<file path="src/rtl/dpb_pkg.sv">
// ---------------------------------------------------------------------------
// dpb_pkg
// Types, codes and constants of the debug print buffer device.
// ---------------------------------------------------------------------------
package dpb_pkg;

    localparam int RAM_BYTES_DEF = 65536;
    localparam int MAX_CHARS_DEF = 64;

    localparam logic [31:0] WIN_LO    = 32'h13FF_0000;
    localparam logic [31:0] WIN_HI    = 32'h13FF_FFFF;
    localparam logic [15:0] FLUSH_OFS = 16'h0016;
    localparam logic [15:0] START_OFS = 16'h0004;
    localparam logic [15:0] MSG_BASE  = 16'h0020;

    localparam logic [1:0] MODE_ADDR  = 2'd0;
    localparam logic [1:0] MODE_READ  = 2'd1;
    localparam logic [1:0] MODE_WRITE = 2'd2;

    localparam int CFG_IDX_W = 1;
    localparam logic [CFG_IDX_W-1:0] CFG_DEV_EN = 1'b0;
    localparam logic [CFG_IDX_W-1:0] CFG_TRC_EN = 1'b1;

    typedef struct packed {
        logic        accepted;
        logic [15:0] read_data;
        logic [7:0]  char_out;
        logic        char_valid;
        logic        clamped;
        logic        last;
    } t_result;

    typedef struct packed {
        logic        re;
        logic        we;
        logic [15:0] addr;
        logic [7:0]  wdata;
    } t_mem_req;

endpackage

</file>
<file path="src/rtl/dpb_out_reg.sv">
// ---------------------------------------------------------------------------
// dpb_out_reg
// Result register between the sequencer and the output channel.
// ---------------------------------------------------------------------------
module dpb_out_reg (
    input  logic             i_clk,
    input  logic             i_rst_n,
    input  logic             i_load,
    input  dpb_pkg::t_result i_res,
    output logic             o_free,
    output logic             o_valid,
    input  logic             i_ready,
    output dpb_pkg::t_result o_res
);
    import dpb_pkg::*;

    logic    r_valid;
    t_result r_res;

    assign o_free  = !r_valid || i_ready;
    assign o_valid = r_valid;
    assign o_res   = r_res;

    always_ff @(posedge i_clk) begin
        if (!i_rst_n) begin
            r_valid <= 1'b0;
        end else if (i_load) begin
            r_valid <= 1'b1;
        end else if (i_ready) begin
            r_valid <= 1'b0;
        end
    end

    always_ff @(posedge i_clk) begin
        if (i_load) begin
            r_res <= i_res;
        end
    end

endmodule

</file>
<file path="config.mk">
export PLATFORM = sky130hd
export DESIGN_NAME = dpb_out_reg
export DESIGN_NICKNAME = d
export VERILOG_FILES = /design/src/rtl/dpb_pkg.sv /design/src/rtl/dpb_out_reg.sv
export SDC_FILE = /design/constraint.sdc
export NUM_CORES = 1
export LEC_CHECK = 0
export BUFFER_PORTS_ARGS = -buffer_cell sky130_fd_sc_hd__clkbuf_2
export CAP_MARGIN = 20
export CORE_ASPECT_RATIO = 0.75
export CORE_UTILIZATION = 40
export CTS_CLUSTER_DIAMETER = 40
export DETAILED_ROUTE_END_ITERATION = 16
export PLACE_DENSITY = 0.78
export SYNTH_ARGS = -nofsm -noshare
export SYNTH_HDL_FRONTEND = slang
export SYNTH_SLANG_ARGS = --single-unit
</file>
<file path="constraint.sdc">
create_clock -name i_clk -period 1.6 [get_ports i_clk]
set_input_delay 0.32 -clock i_clk [delete_from_list [all_inputs] [get_ports i_clk]]
set_output_delay 0.32 -clock i_clk [all_outputs]
set_load 0.02 [all_outputs]
</file>
==> metrics.yaml <==
route:
  drtIter0Drc: 7
  route.detailed.drc: 0
  wl_met1_um: 595
  dr_wl_met3_um: 112
  top_layer: "met4"
  via_per_inst: 4.29
  ant_nets: 0
  drt_pre_antenna_iters: 3
  vias: 540
  drt-total-wl_um: 1580
  wire_per_inst_um: 12.5
  wl_met2_um: 854
worst_setup_path:
  path_buf_inv: 1
  worstPathRequired_ps: 1280
  cpPeakStageDelay_ps: 380
  end_kind: "output port"
  cpLargestDelayFamily: "flip-flops"
  cp_cell_sequence: "nand2b_4 > clkbuf_2"
  path_class: "reg -> out"
  start_kind: "flop"
  cp_slowest_cell: "dfxtp_1"
  crit_fanout: 2
  crit_arrival_ps: 900
yosys:
  netlist_area_um2: 890
  synth_xor_area_share_pct: 0
  synthDistinctLibCells: 5
  ys_seq_elements: 29
  seq_area_frac_synth_pct: 96.8
  synth_area_leader_cell: "edfxtp_1"
  synth.top_cell.area_share_pct: 94.5
  ys_warn_count: 0
  synthAdderAreaFrac_pct: 0
  muxShareOfSynthArea_pct: 0
  synth_nets: 64
  synth_area_leaders: "edfxtp_1 (95%), dfxtp_1 (2.3%), nand2b_4 (1.5%)"
  syn_area_per_cell_um2: 27.8
  synth-simple-area-share_pct: 1.55
  synth_top_family_by_area: "simple AND/OR/NAND/NOR gates"
  syn_inst: 32
  synth_compound_area_share_pct: 1.27
sta:
  setup_violations: 0
  final-max-slew-violation-count: 0
  hold_viol_final: 0
  slew_headroom_pct: 75.7
  fin_hold_ws_ps: 180
  skew_ps: 0
  rsz0062_at_grt: "no"
  finalCriticalPeriod_ps: 1220
  fmax_mhz: 821
  final.setup.tns_ps: 0
  period_share_pct: 76.1
  worst_pin_slew_ps: 364
floorplan:
  rows: 14
  die-area_mm2: 0.00242
  core_area_mm2: 0.00205
  start_util_pct: 43.4
  pin_count: 62
  die_h_um: 42.8
  die_width_um: 56.5
global_route:
  grt_pass1_vias: 542
  grt_overflow: 0
  grt_max_degree: 17
  antenna_found_initial: 0
  track_usage_pct: 14.7
  grt_pass1_wl_um: 2480
job:
  maxCapViolCount: 0
cells_and_area:
  fin_nets: 133
  synthToLayoutAreaGrowth_pct: 45.4
  multi_input_area_um2: 25.0
  num_antenna_cells: 0
  final-seq-area_um2: 861
  fillers: 157
  drive_gt1_share_pct: 67.6
placed_design:
  gp_congestion: 0.701
  dp_hpwl_um: 1240
  port_buffers: 61
clocking:
  clock_path_buffers: 2
  numCtsBuffers: 5
  post-cts-setup-buffer-count: 0
  cts-htree-levels: 2
  cts_tree: "done"
  clk_latency_ps: 300
  cts_num_sinks: 29
  holdBufCountCts: 0
  cts-root-buf: "clkbuf_4"
  cts_resized: 0
  clkSlewWorstSetupHoldPaths_ps: 90
power:
  p_leak_nw: 0.588
  p_per_area_mw_per_mm2: 1160
  peakVddDrop_mv: 0.760
run_status:
  outcome: "finished, final reports clean"
hold_path:
  hold_class: "in -> reg"
[logic make-up (layout without fill, tap and decap cells)]
logic type,count (synthesis),in the layout
and+or+nand+nor,1,1
DFF,29,29
AOI/OAI and AO/OA,1,1
buffers and inverters,1,71
[cells in the final DEF (no fill, tap or decap)]
cell       n
clkbuf_2  61
edfxtp_1  28
clkbuf_4   5
clkbuf_1   3
inv_1      1
nand2b_4   1
a21boi_2   1
dfxtp_1    1
buf_12     1
[cells in the mapped netlist (all sizes together)]
library cell and count:
edfxtp 28, a21boi 1, nand2b 1, inv 1, dfxtp 1
[final timing paths]
check / end / cells past startpoint / slack (ps) / from
worst max-delay path: o_free / 2 / 380 / o_valid$_SDFFE_PN0P_
worst min-delay path: o_res[13]$_DFFE_PP_ / 1 / 180 / i_res[13]
worst max register to register: o_valid$_SDFFE_PN0P_ / 2 / 980 / o_valid$_SDFFE_PN0P_
worst min register to register: o_valid$_SDFFE_PN0P_ / 2 / 500 / o_valid$_SDFFE_PN0P_
[layout make-up]
type	instances	area share [%]
timing repair buffer	62	25.1
multi-input combinational	2	1.93
inverter	1	0.290
tap	24	2.32
clock buffer	8	3.77
sequential	29	66.5
[through the flow]
step	setup slack, ps	cells	cell area [um^2]	power (mW)	util (%)
after floorplan	703	32	890	1.02	-
after global placement	487	118	1240	1.12	60.7
after detailed placement	444	118	1240	1.13	60.7
after CTS	359	126	1290	1.52	63.1
after global routing	317	126	1290	1.57	63.1
final	382	126	1290	1.50	63.1
[power by group]
| group | total [mW] | switching [mW] | internal (mW) | leakage (nW) |
|---|---|---|---|---|
| registers | 0.913 | 0.0162 | 0.897 | 0.282 |
| clock network | 0.396 | 0.221 | 0.175 | 0.0265 |
| logic | 0.190 | 0.119 | 0.0715 | 0.279 |
[state kept, by name, indices dropped and copies added, names as in the netlist]
register and count:
o_res 28, o_valid 1
[routing by layer]
layer	vias to the layer above	GRT usage (%)
met5	-	0
met4	0	7.32
met3	2	6.40
met2	30	24.0
met1	242	16.7
li1	266	-
[worst register-to-register path: cells and delay by family (launching register included)]
family | cells | cell delay (ps)
AND/OR/NAND/NOR | 1 | 70
AO/OA/AOI/OAI | 1 | 120
flip-flops | 1 | 380
No activity file was read; power rests on OpenSTA's default activity.
