<file path="config.mk">
export PLATFORM = sky130hd
export DESIGN_NAME = dpb_ctrl
export DESIGN_NICKNAME = d
export VERILOG_FILES = /design/src/rtl/dpb_pkg.sv /design/src/rtl/dpb_ctrl.sv
export SDC_FILE = /design/constraint.sdc
export NUM_CORES = 1
export LEC_CHECK = 0
export ABC_AREA = 0
export BUFFER_PORTS_ARGS = -buffer_cell sky130_fd_sc_hd__buf_2
export CORE_MARGIN = 10
export CORE_UTILIZATION = 60
export DETAILED_ROUTE_END_ITERATION = 6
export PLACE_DENSITY_LB_ADDON = 0.25
export SYNTH_ARGS = -nofsm -noshare
export SYNTH_HDL_FRONTEND = slang
export SYNTH_SLANG_ARGS = --single-unit
export TNS_END_PERCENT = 50
</file>
<file path="constraint.sdc">
create_clock -name i_clk -period 6.3 [get_ports i_clk]
set_input_delay 0.315 -clock i_clk [delete_from_list [all_inputs] [get_ports i_clk]]
set_output_delay 0.315 -clock i_clk [all_outputs]
set_load 0.02 [all_outputs]
</file>
<file path="src/rtl/dpb_pkg.sv">
// ---------------------------------------------------------------------------
// dpb_pkg
// Types, codes and constants of the debug print buffer device.
// ---------------------------------------------------------------------------
package dpb_pkg;

    localparam int RAM_BYTES_DEF = 65536;
    localparam int MAX_CHARS_DEF = 64;

    localparam logic [31:0] WIN_LO    = 32'h13FF_0000;
    localparam logic [31:0] WIN_HI    = 32'h13FF_FFFF;
    localparam logic [15:0] FLUSH_OFS = 16'h0016;
    localparam logic [15:0] START_OFS = 16'h0004;
    localparam logic [15:0] MSG_BASE  = 16'h0020;

    localparam logic [1:0] MODE_ADDR  = 2'd0;
    localparam logic [1:0] MODE_READ  = 2'd1;
    localparam logic [1:0] MODE_WRITE = 2'd2;

    localparam int CFG_IDX_W = 1;
    localparam logic [CFG_IDX_W-1:0] CFG_DEV_EN = 1'b0;
    localparam logic [CFG_IDX_W-1:0] CFG_TRC_EN = 1'b1;

    typedef struct packed {
        logic        accepted;
        logic [15:0] read_data;
        logic [7:0]  char_out;
        logic        char_valid;
        logic        clamped;
        logic        last;
    } t_result;

    typedef struct packed {
        logic        re;
        logic        we;
        logic [15:0] addr;
        logic [7:0]  wdata;
    } t_mem_req;

endpackage

</file>
<file path="src/rtl/dpb_ctrl.sv">
// ---------------------------------------------------------------------------
// dpb_ctrl
// Transaction sequencer: pointer, registers, RAM accesses and flush loop.
// ---------------------------------------------------------------------------
module dpb_ctrl #(
    parameter int MAX_CHARS = dpb_pkg::MAX_CHARS_DEF
) (
    input  logic                          i_clk,
    input  logic                          i_rst_n,
    input  logic                          i_cfg_wr_en,
    input  logic [dpb_pkg::CFG_IDX_W-1:0] i_cfg_index,
    input  logic                          i_cfg_data,
    input  logic                          i_in_valid,
    output logic                          o_in_ready,
    input  logic [1:0]                    i_mode,
    input  logic [31:0]                   i_bus_address,
    input  logic [15:0]                   i_write_data,
    output dpb_pkg::t_mem_req             o_mem,
    input  logic [7:0]                    i_rd_q,
    input  logic                          i_out_free,
    output logic                          o_load,
    output dpb_pkg::t_result              o_res
);
    import dpb_pkg::*;

    localparam int CW = $clog2(MAX_CHARS + 1);

    typedef enum logic [10:0] {
        S_IDLE  = 11'b000_0000_0001,
        S_RD_HI = 11'b000_0000_0010,
        S_RD_LO = 11'b000_0000_0100,
        S_WR_LO = 11'b000_0000_1000,
        S_FL_HI = 11'b000_0001_0000,
        S_FL_LO = 11'b000_0010_0000,
        S_CH_RD = 11'b000_0100_0000,
        S_CH_WT = 11'b000_1000_0000,
        S_CLR   = 11'b001_0000_0000,
        S_RESP  = 11'b010_0000_0000,
        S_SPARE = 11'b100_0000_0000
    } t_state;

    t_state        r_state, n_state;
    logic [15:0]   r_ptr, n_ptr;
    logic [15:0]   r_data, n_data;
    logic [7:0]    r_hi, n_hi;
    logic [15:0]   r_caddr, n_caddr;
    logic [CW-1:0] r_count, n_count;
    logic          r_clamp, n_clamp;
    logic          r_noout, n_noout;
    logic [1:0]    r_clr, n_clr;
    t_result       r_res, n_res;
    logic          r_dev_en;
    logic          r_trc_en;

    logic          accept;
    logic          hit;
    logic [15:0]   start;
    logic [15:0]   diff;

    assign o_in_ready = (r_state == S_IDLE);
    assign accept     = i_in_valid && o_in_ready;
    assign hit        = r_dev_en && (i_bus_address >= WIN_LO) && (i_bus_address <= WIN_HI);
    assign start      = {r_hi, i_rd_q};
    assign diff       = (r_data > start) ? (r_data - start) : 16'd0;

    always_comb begin
        n_state = r_state;
        n_ptr   = r_ptr;
        n_data  = r_data;
        n_hi    = r_hi;
        n_caddr = r_caddr;
        n_count = r_count;
        n_clamp = r_clamp;
        n_noout = r_noout;
        n_clr   = r_clr;
        n_res   = r_res;
        o_mem   = '0;
        o_load  = 1'b0;
        o_res   = '0;
        case (r_state)
            S_IDLE: begin
                if (accept) begin
                    n_data       = i_write_data;
                    n_res        = '0;
                    n_res.last   = 1'b1;
                    n_caddr      = r_ptr + 16'd1;
                    case (i_mode)
                        MODE_ADDR: begin
                            if (hit) begin
                                n_ptr = i_bus_address[15:0];
                            end
                            n_res.accepted = hit;
                            n_state        = S_RESP;
                        end
                        MODE_READ: begin
                            o_mem.re   = 1'b1;
                            o_mem.addr = r_ptr;
                            n_ptr      = r_ptr + 16'd2;
                            n_state    = S_RD_HI;
                        end
                        MODE_WRITE: begin
                            n_ptr = r_ptr + 16'd2;
                            if (r_ptr == FLUSH_OFS) begin
                                o_mem.re   = 1'b1;
                                o_mem.addr = START_OFS;
                                n_state    = S_FL_HI;
                            end else begin
                                o_mem.we    = 1'b1;
                                o_mem.addr  = r_ptr;
                                o_mem.wdata = i_write_data[15:8];
                                n_state     = S_WR_LO;
                            end
                        end
                        default: begin
                            n_state = S_RESP;
                        end
                    endcase
                end
            end
            S_RD_HI: begin
                n_hi       = i_rd_q;
                o_mem.re   = 1'b1;
                o_mem.addr = r_caddr;
                n_state    = S_RD_LO;
            end
            S_RD_LO: begin
                n_res.read_data = {r_hi, i_rd_q};
                n_state         = S_RESP;
            end
            S_WR_LO: begin
                o_mem.we    = 1'b1;
                o_mem.addr  = r_caddr;
                o_mem.wdata = r_data[7:0];
                n_state     = S_RESP;
            end
            S_FL_HI: begin
                n_hi       = i_rd_q;
                o_mem.re   = 1'b1;
                o_mem.addr = START_OFS + 16'd1;
                n_state    = S_FL_LO;
            end
            S_FL_LO: begin
                if (diff > 16'(MAX_CHARS)) begin
                    n_count = CW'(MAX_CHARS);
                    n_clamp = 1'b1;
                end else begin
                    n_count = diff[CW-1:0];
                    n_clamp = 1'b0;
                end
                n_caddr       = MSG_BASE + start;
                n_res         = '0;
                n_res.clamped = n_clamp;
                n_res.last    = 1'b1;
                n_clr         = 2'd0;
                if (r_trc_en && (diff != 16'd0)) begin
                    n_noout = 1'b0;
                    n_state = S_CH_RD;
                end else begin
                    n_noout = 1'b1;
                    n_state = S_CLR;
                end
            end
            S_CH_RD: begin
                o_mem.re   = 1'b1;
                o_mem.addr = r_caddr;
                n_state    = S_CH_WT;
            end
            S_CH_WT: begin
                if (i_out_free) begin
                    o_load           = 1'b1;
                    o_res.char_out   = i_rd_q;
                    o_res.char_valid = 1'b1;
                    o_res.clamped    = r_clamp;
                    o_res.last       = (r_count == CW'(1));
                    n_caddr          = r_caddr + 16'd1;
                    n_count          = r_count - CW'(1);
                    n_state          = (r_count == CW'(1)) ? S_CLR : S_CH_RD;
                end
            end
            S_CLR: begin
                o_mem.we    = 1'b1;
                o_mem.addr  = START_OFS + {14'd0, r_clr};
                o_mem.wdata = 8'd0;
                n_clr       = r_clr + 2'd1;
                if (r_clr == 2'd3) begin
                    n_state = r_noout ? S_RESP : S_IDLE;
                end
            end
            S_RESP: begin
                if (i_out_free) begin
                    o_load  = 1'b1;
                    o_res   = r_res;
                    n_state = S_IDLE;
                end
            end
            default: begin
                n_state = S_IDLE;
            end
        endcase
    end

    always_ff @(posedge i_clk) begin
        if (!i_rst_n) begin
            r_state  <= S_IDLE;
            r_ptr    <= 16'd0;
            r_dev_en <= 1'b0;
            r_trc_en <= 1'b0;
        end else begin
            r_state <= n_state;
            r_ptr   <= n_ptr;
            if (i_cfg_wr_en) begin
                case (i_cfg_index)
                    CFG_DEV_EN: r_dev_en <= i_cfg_data;
                    CFG_TRC_EN: r_trc_en <= i_cfg_data;
                    default: begin
                    end
                endcase
            end
        end
    end

    always_ff @(posedge i_clk) begin
        r_data  <= n_data;
        r_hi    <= n_hi;
        r_caddr <= n_caddr;
        r_count <= n_count;
        r_clamp <= n_clamp;
        r_noout <= n_noout;
        r_clr   <= n_clr;
        r_res   <= n_res;
    end

endmodule

</file>
==> results.py <==
metrics = {
    "global_routing": {
        "grt-ovfl-total": 0,
        "first_global_vias": 5888,
        "antenna_found_initial": 0,
        "gr-usage-all-layers_pct": 24.03,
        "grt_pass1_wl_mm": 31.04,
        "grt_max_degree": 34,
    },
    "floorplan": {
        "die_footprint_um2": 15690,
        "initial_utilization_pct": 61.32,
        "chipWidth_um": 125.3,
        "core-area_um2": 10840,
        "chipHeight_um": 125.3,
        "floorplan.rows": 38,
        "io-pin-count": 121,
    },
    "clock_network": {
        "ctsHoldBuffers": 0,
        "cts.root.buffer_cell": "sky130_fd_sc_hd__clkbuf_8",
        "tritoncts": "done",
        "clk_pin_slew_worst_paths_ns": 0.12,
        "ctsResizeCount": 0,
        "numCtsBuffers": 9,
        "post_cts.repair.setup_buffers": 0,
        "clock_sinks": 97,
        "cts-root-to-sink-buffers": 2,
        "clk_latency_worst_skew_pair_ns": 0.39,
        "htree_num_levels": 3,
    },
    "detailed_routing": {
        "drt_first_pass_iters": 7,
        "routed_wire_length_per_instance_um": 20.25,
        "antenna_left": 0,
        "drtIter0Drc": 804,
        "drcViolationCount": 10,
        "avgViaCountPerCell": 6.414,
        "num_vias": 6254,
        "wl_mm": 19.74,
    },
    "worst_setup_path": {
        "arrival_ns": 4.12,
        "critical_path_class": "reg -> out",
        "critical_path.max_fanout": 21,
        "timing.critical_path.required_ns": 5.98,
        "cp-end-kind": "output port",
        "startpoint_type": "register",
    },
    "yosys": {
        "synth_flop_cell": "sky130_fd_sc_hd__edfxtp_1",
        "avgSynthCellArea_um2": 9.106,
        "mappedNetlistArea_um2": 6648,
        "synth-edff-count": 69,
        "yosys_warnings": 0,
        "synth_fp_nets": 822,
        "synth.lib_cells_used.distinct": 75,
        "synthesis.instances": 730,
        "number_of_synthesized_register_bits": 97,
        "async_flop_share_pct": 0,
        "synth.yosys.seq_area_share_pct": 39.60,
    },
    "power": {
        "peakVddDrop_mv": 0.1341,
        "p_leak_uw": 0.003275,
        "power_per_cell_area_nw_per_um2": 212.6,
    },
    "status": {
        "run_status": "finished with violations",
        "violated_checks": "DRC",
    },
    "finish": {
        "mostFrequentLayoutCell": "sky130_fd_sc_hd__buf_2",
        "post_route_cells_drive_above_1_share_pct": 20.60,
        "most-common-layout-cells": "sky130_fd_sc_hd__buf_2, sky130_fd_sc_hd__edfxtp_1, sky130_fd_sc_hd__nand2_1",
        "diodes": 0,
        "layout.nets": 922,
        "area_growth_pct": 13.34,
    },
    "timing": {
        "worst_slew_margin_rel_pct": 27.62,
        "max_slew.worst_pin.slew_ns": 1.083,
        "fin_setup_tns_ns": 0,
        "post-route-period-util_pct": 70.44,
        "grt_setup_unrepaired": "false",
        "clock-skew-final_ns": 0.01903,
        "final_hold_viol_count": 0,
        "fmaxAchievable_mhz": 225.3,
        "finalCriticalPeriod_ns": 4.438,
        "slew_violations": 0,
        "setup_violations": 0,
        "timing.final.ws_setup_ns": 1.862,
    },
    "place": {
        "post_placement_worst_setup_slack_ns": 2.316,
        "gp_routability_congestion": 0.9198,
        "place_hpwl_mm": 15.07,
        "buffer_ports.inserted": 120,
    },
    "min_path": {
        "timing.hold.worst.class": "in -> reg",
    },
    "job": {
        "drv.max_cap_violation_count": 0,
    },
}
[registers in the layout, summed over array words and instances (netlist names), 2 cells and up]
signal,count
r_res,18
r_caddr,16
r_data,16
r_ptr,16
r_state,10
r_hi,8
r_count,7
r_clr,2
[critical path, cell delays in order (launching register included)]
cell and delay [ns]:
sky130_fd_sc_hd__dfxtp_1 0.40, sky130_fd_sc_hd__nor4_4 0.39, sky130_fd_sc_hd__nand2_1 0.15, sky130_fd_sc_hd__or4_1 0.58, sky130_fd_sc_hd__inv_1 0.17, sky130_fd_sc_hd__nand2_2 0.12
sky130_fd_sc_hd__inv_1 0.66, sky130_fd_sc_hd__nand2_1 0.20, sky130_fd_sc_hd__a21oi_2 0.59, sky130_fd_sc_hd__a222oi_1 0.23, sky130_fd_sc_hd__inv_1 0.08, sky130_fd_sc_hd__buf_2 0.16
[worst paths after layout]
kind | from | to | slack (ns) | cells past startpoint
setup / recovery | r_state[1]$_SDFFE_PN0P_ | o_mem[9] | 1.86 | 11
hold / removal | i_write_data[3] | r_data[3]$_DFFE_PP_ | 0.09 | 1
setup reg to reg | r_state[0]$_SDFFE_PN1P_ | r_caddr[14]$_DFFE_PP_ | 2.43 | 11
hold reg to reg | r_dev_en$_SDFFE_PN0P_ | r_dev_en$_SDFFE_PN0P_ | 0.54 | 2
[logic make-up after synthesis]
family                   Yosys count  synth area share, %
adder cells (fa/ha/maj)           27                5.195
multiplexers                      14                2.108
buffers and inverters             72                4.178
AND/OR/NAND/NOR                  295                24.15
flip-flops                        97                39.60
AO/OA/AOI/OAI                    188                19.90
XOR/XNOR                          37                4.875
[stage by stage]
stage / total power, µW / cell area (µm²) / instances / hold slack [ns] / utilization [%]
after detailed placement: 1155 / 7328 / 959 / 0.4935 / 67.60
final: 1602 / 7535 / 975 / 0.08612 / 69.51
after global routing: 1666 / 7535 / 975 / 0.07249 / 69.51
after CTS: 1590 / 7535 / 975 / 0.07739 / 69.51
after global placement: 1146 / 7328 / 959 / 0.4883 / 67.60
after floorplan: 1036 / 6648 / 730 / 0.3912 / -
[report_power, final]
part | total [µW] | internal, µW | switching [µW]
Sequential | 808 | 757 | 51.6
Clock | 451 | 191 | 260
Combinational | 342 | 124 | 219
[synthesized netlist by cell type (all sizes together) (5+ instances only)]
library cell | n | area, µm²
nor2 | 45 | 168.9
o31ai | 5 | 37.54
or2 | 8 | 52.55
xor2 | 17 | 148.9
or4 | 6 | 45.04
ha | 26 | 325.3
nor4 | 12 | 96.34
clkbuf | 32 | 120.1
edfxtp | 69 | 2072
buf | 5 | 26.27
or3 | 6 | 37.54
a21o | 8 | 60.06
nor3 | 26 | 135.1
mux2i | 14 | 140.1
and2 | 28 | 175.2
xnor2 | 20 | 175.2
inv | 35 | 131.4
a21oi | 43 | 230.2
a211oi | 14 | 105.1
nand2 | 68 | 257.8
o21ai | 41 | 205.2
nor2b | 8 | 50.05
dfxtp | 28 | 560.5
nand4 | 12 | 81.33
nand3 | 28 | 150.1
and3 | 27 | 168.9
a22o | 25 | 219.0
o22ai | 13 | 81.33
a31oi | 6 | 37.54
nand2b | 7 | 43.79
[layer usage]
metal / vias up / part of all wire, % / track usage [%]
met5: - / 0 / 0
met1: 2965 / 44 / 33.01
met2: 336 / 45 / 36.81
li1: 2923 / - / -
met4: 0 / 2.4 / 8.943
met3: 30 / 8.8 / 4.563
[cell type report]
cell class / instances / area, µm²
multi-input combinational: 561 / 3744
fill: 845 / 3306
sequential: 97 / 2633
timing repair buffer: 126 / 645.6
tap: 140 / 175.2
inverter: 35 / 131.4
clock buffer: 9 / 123.9
clock inverter: 7 / 82.58
(Power assumes the default switching activity.)
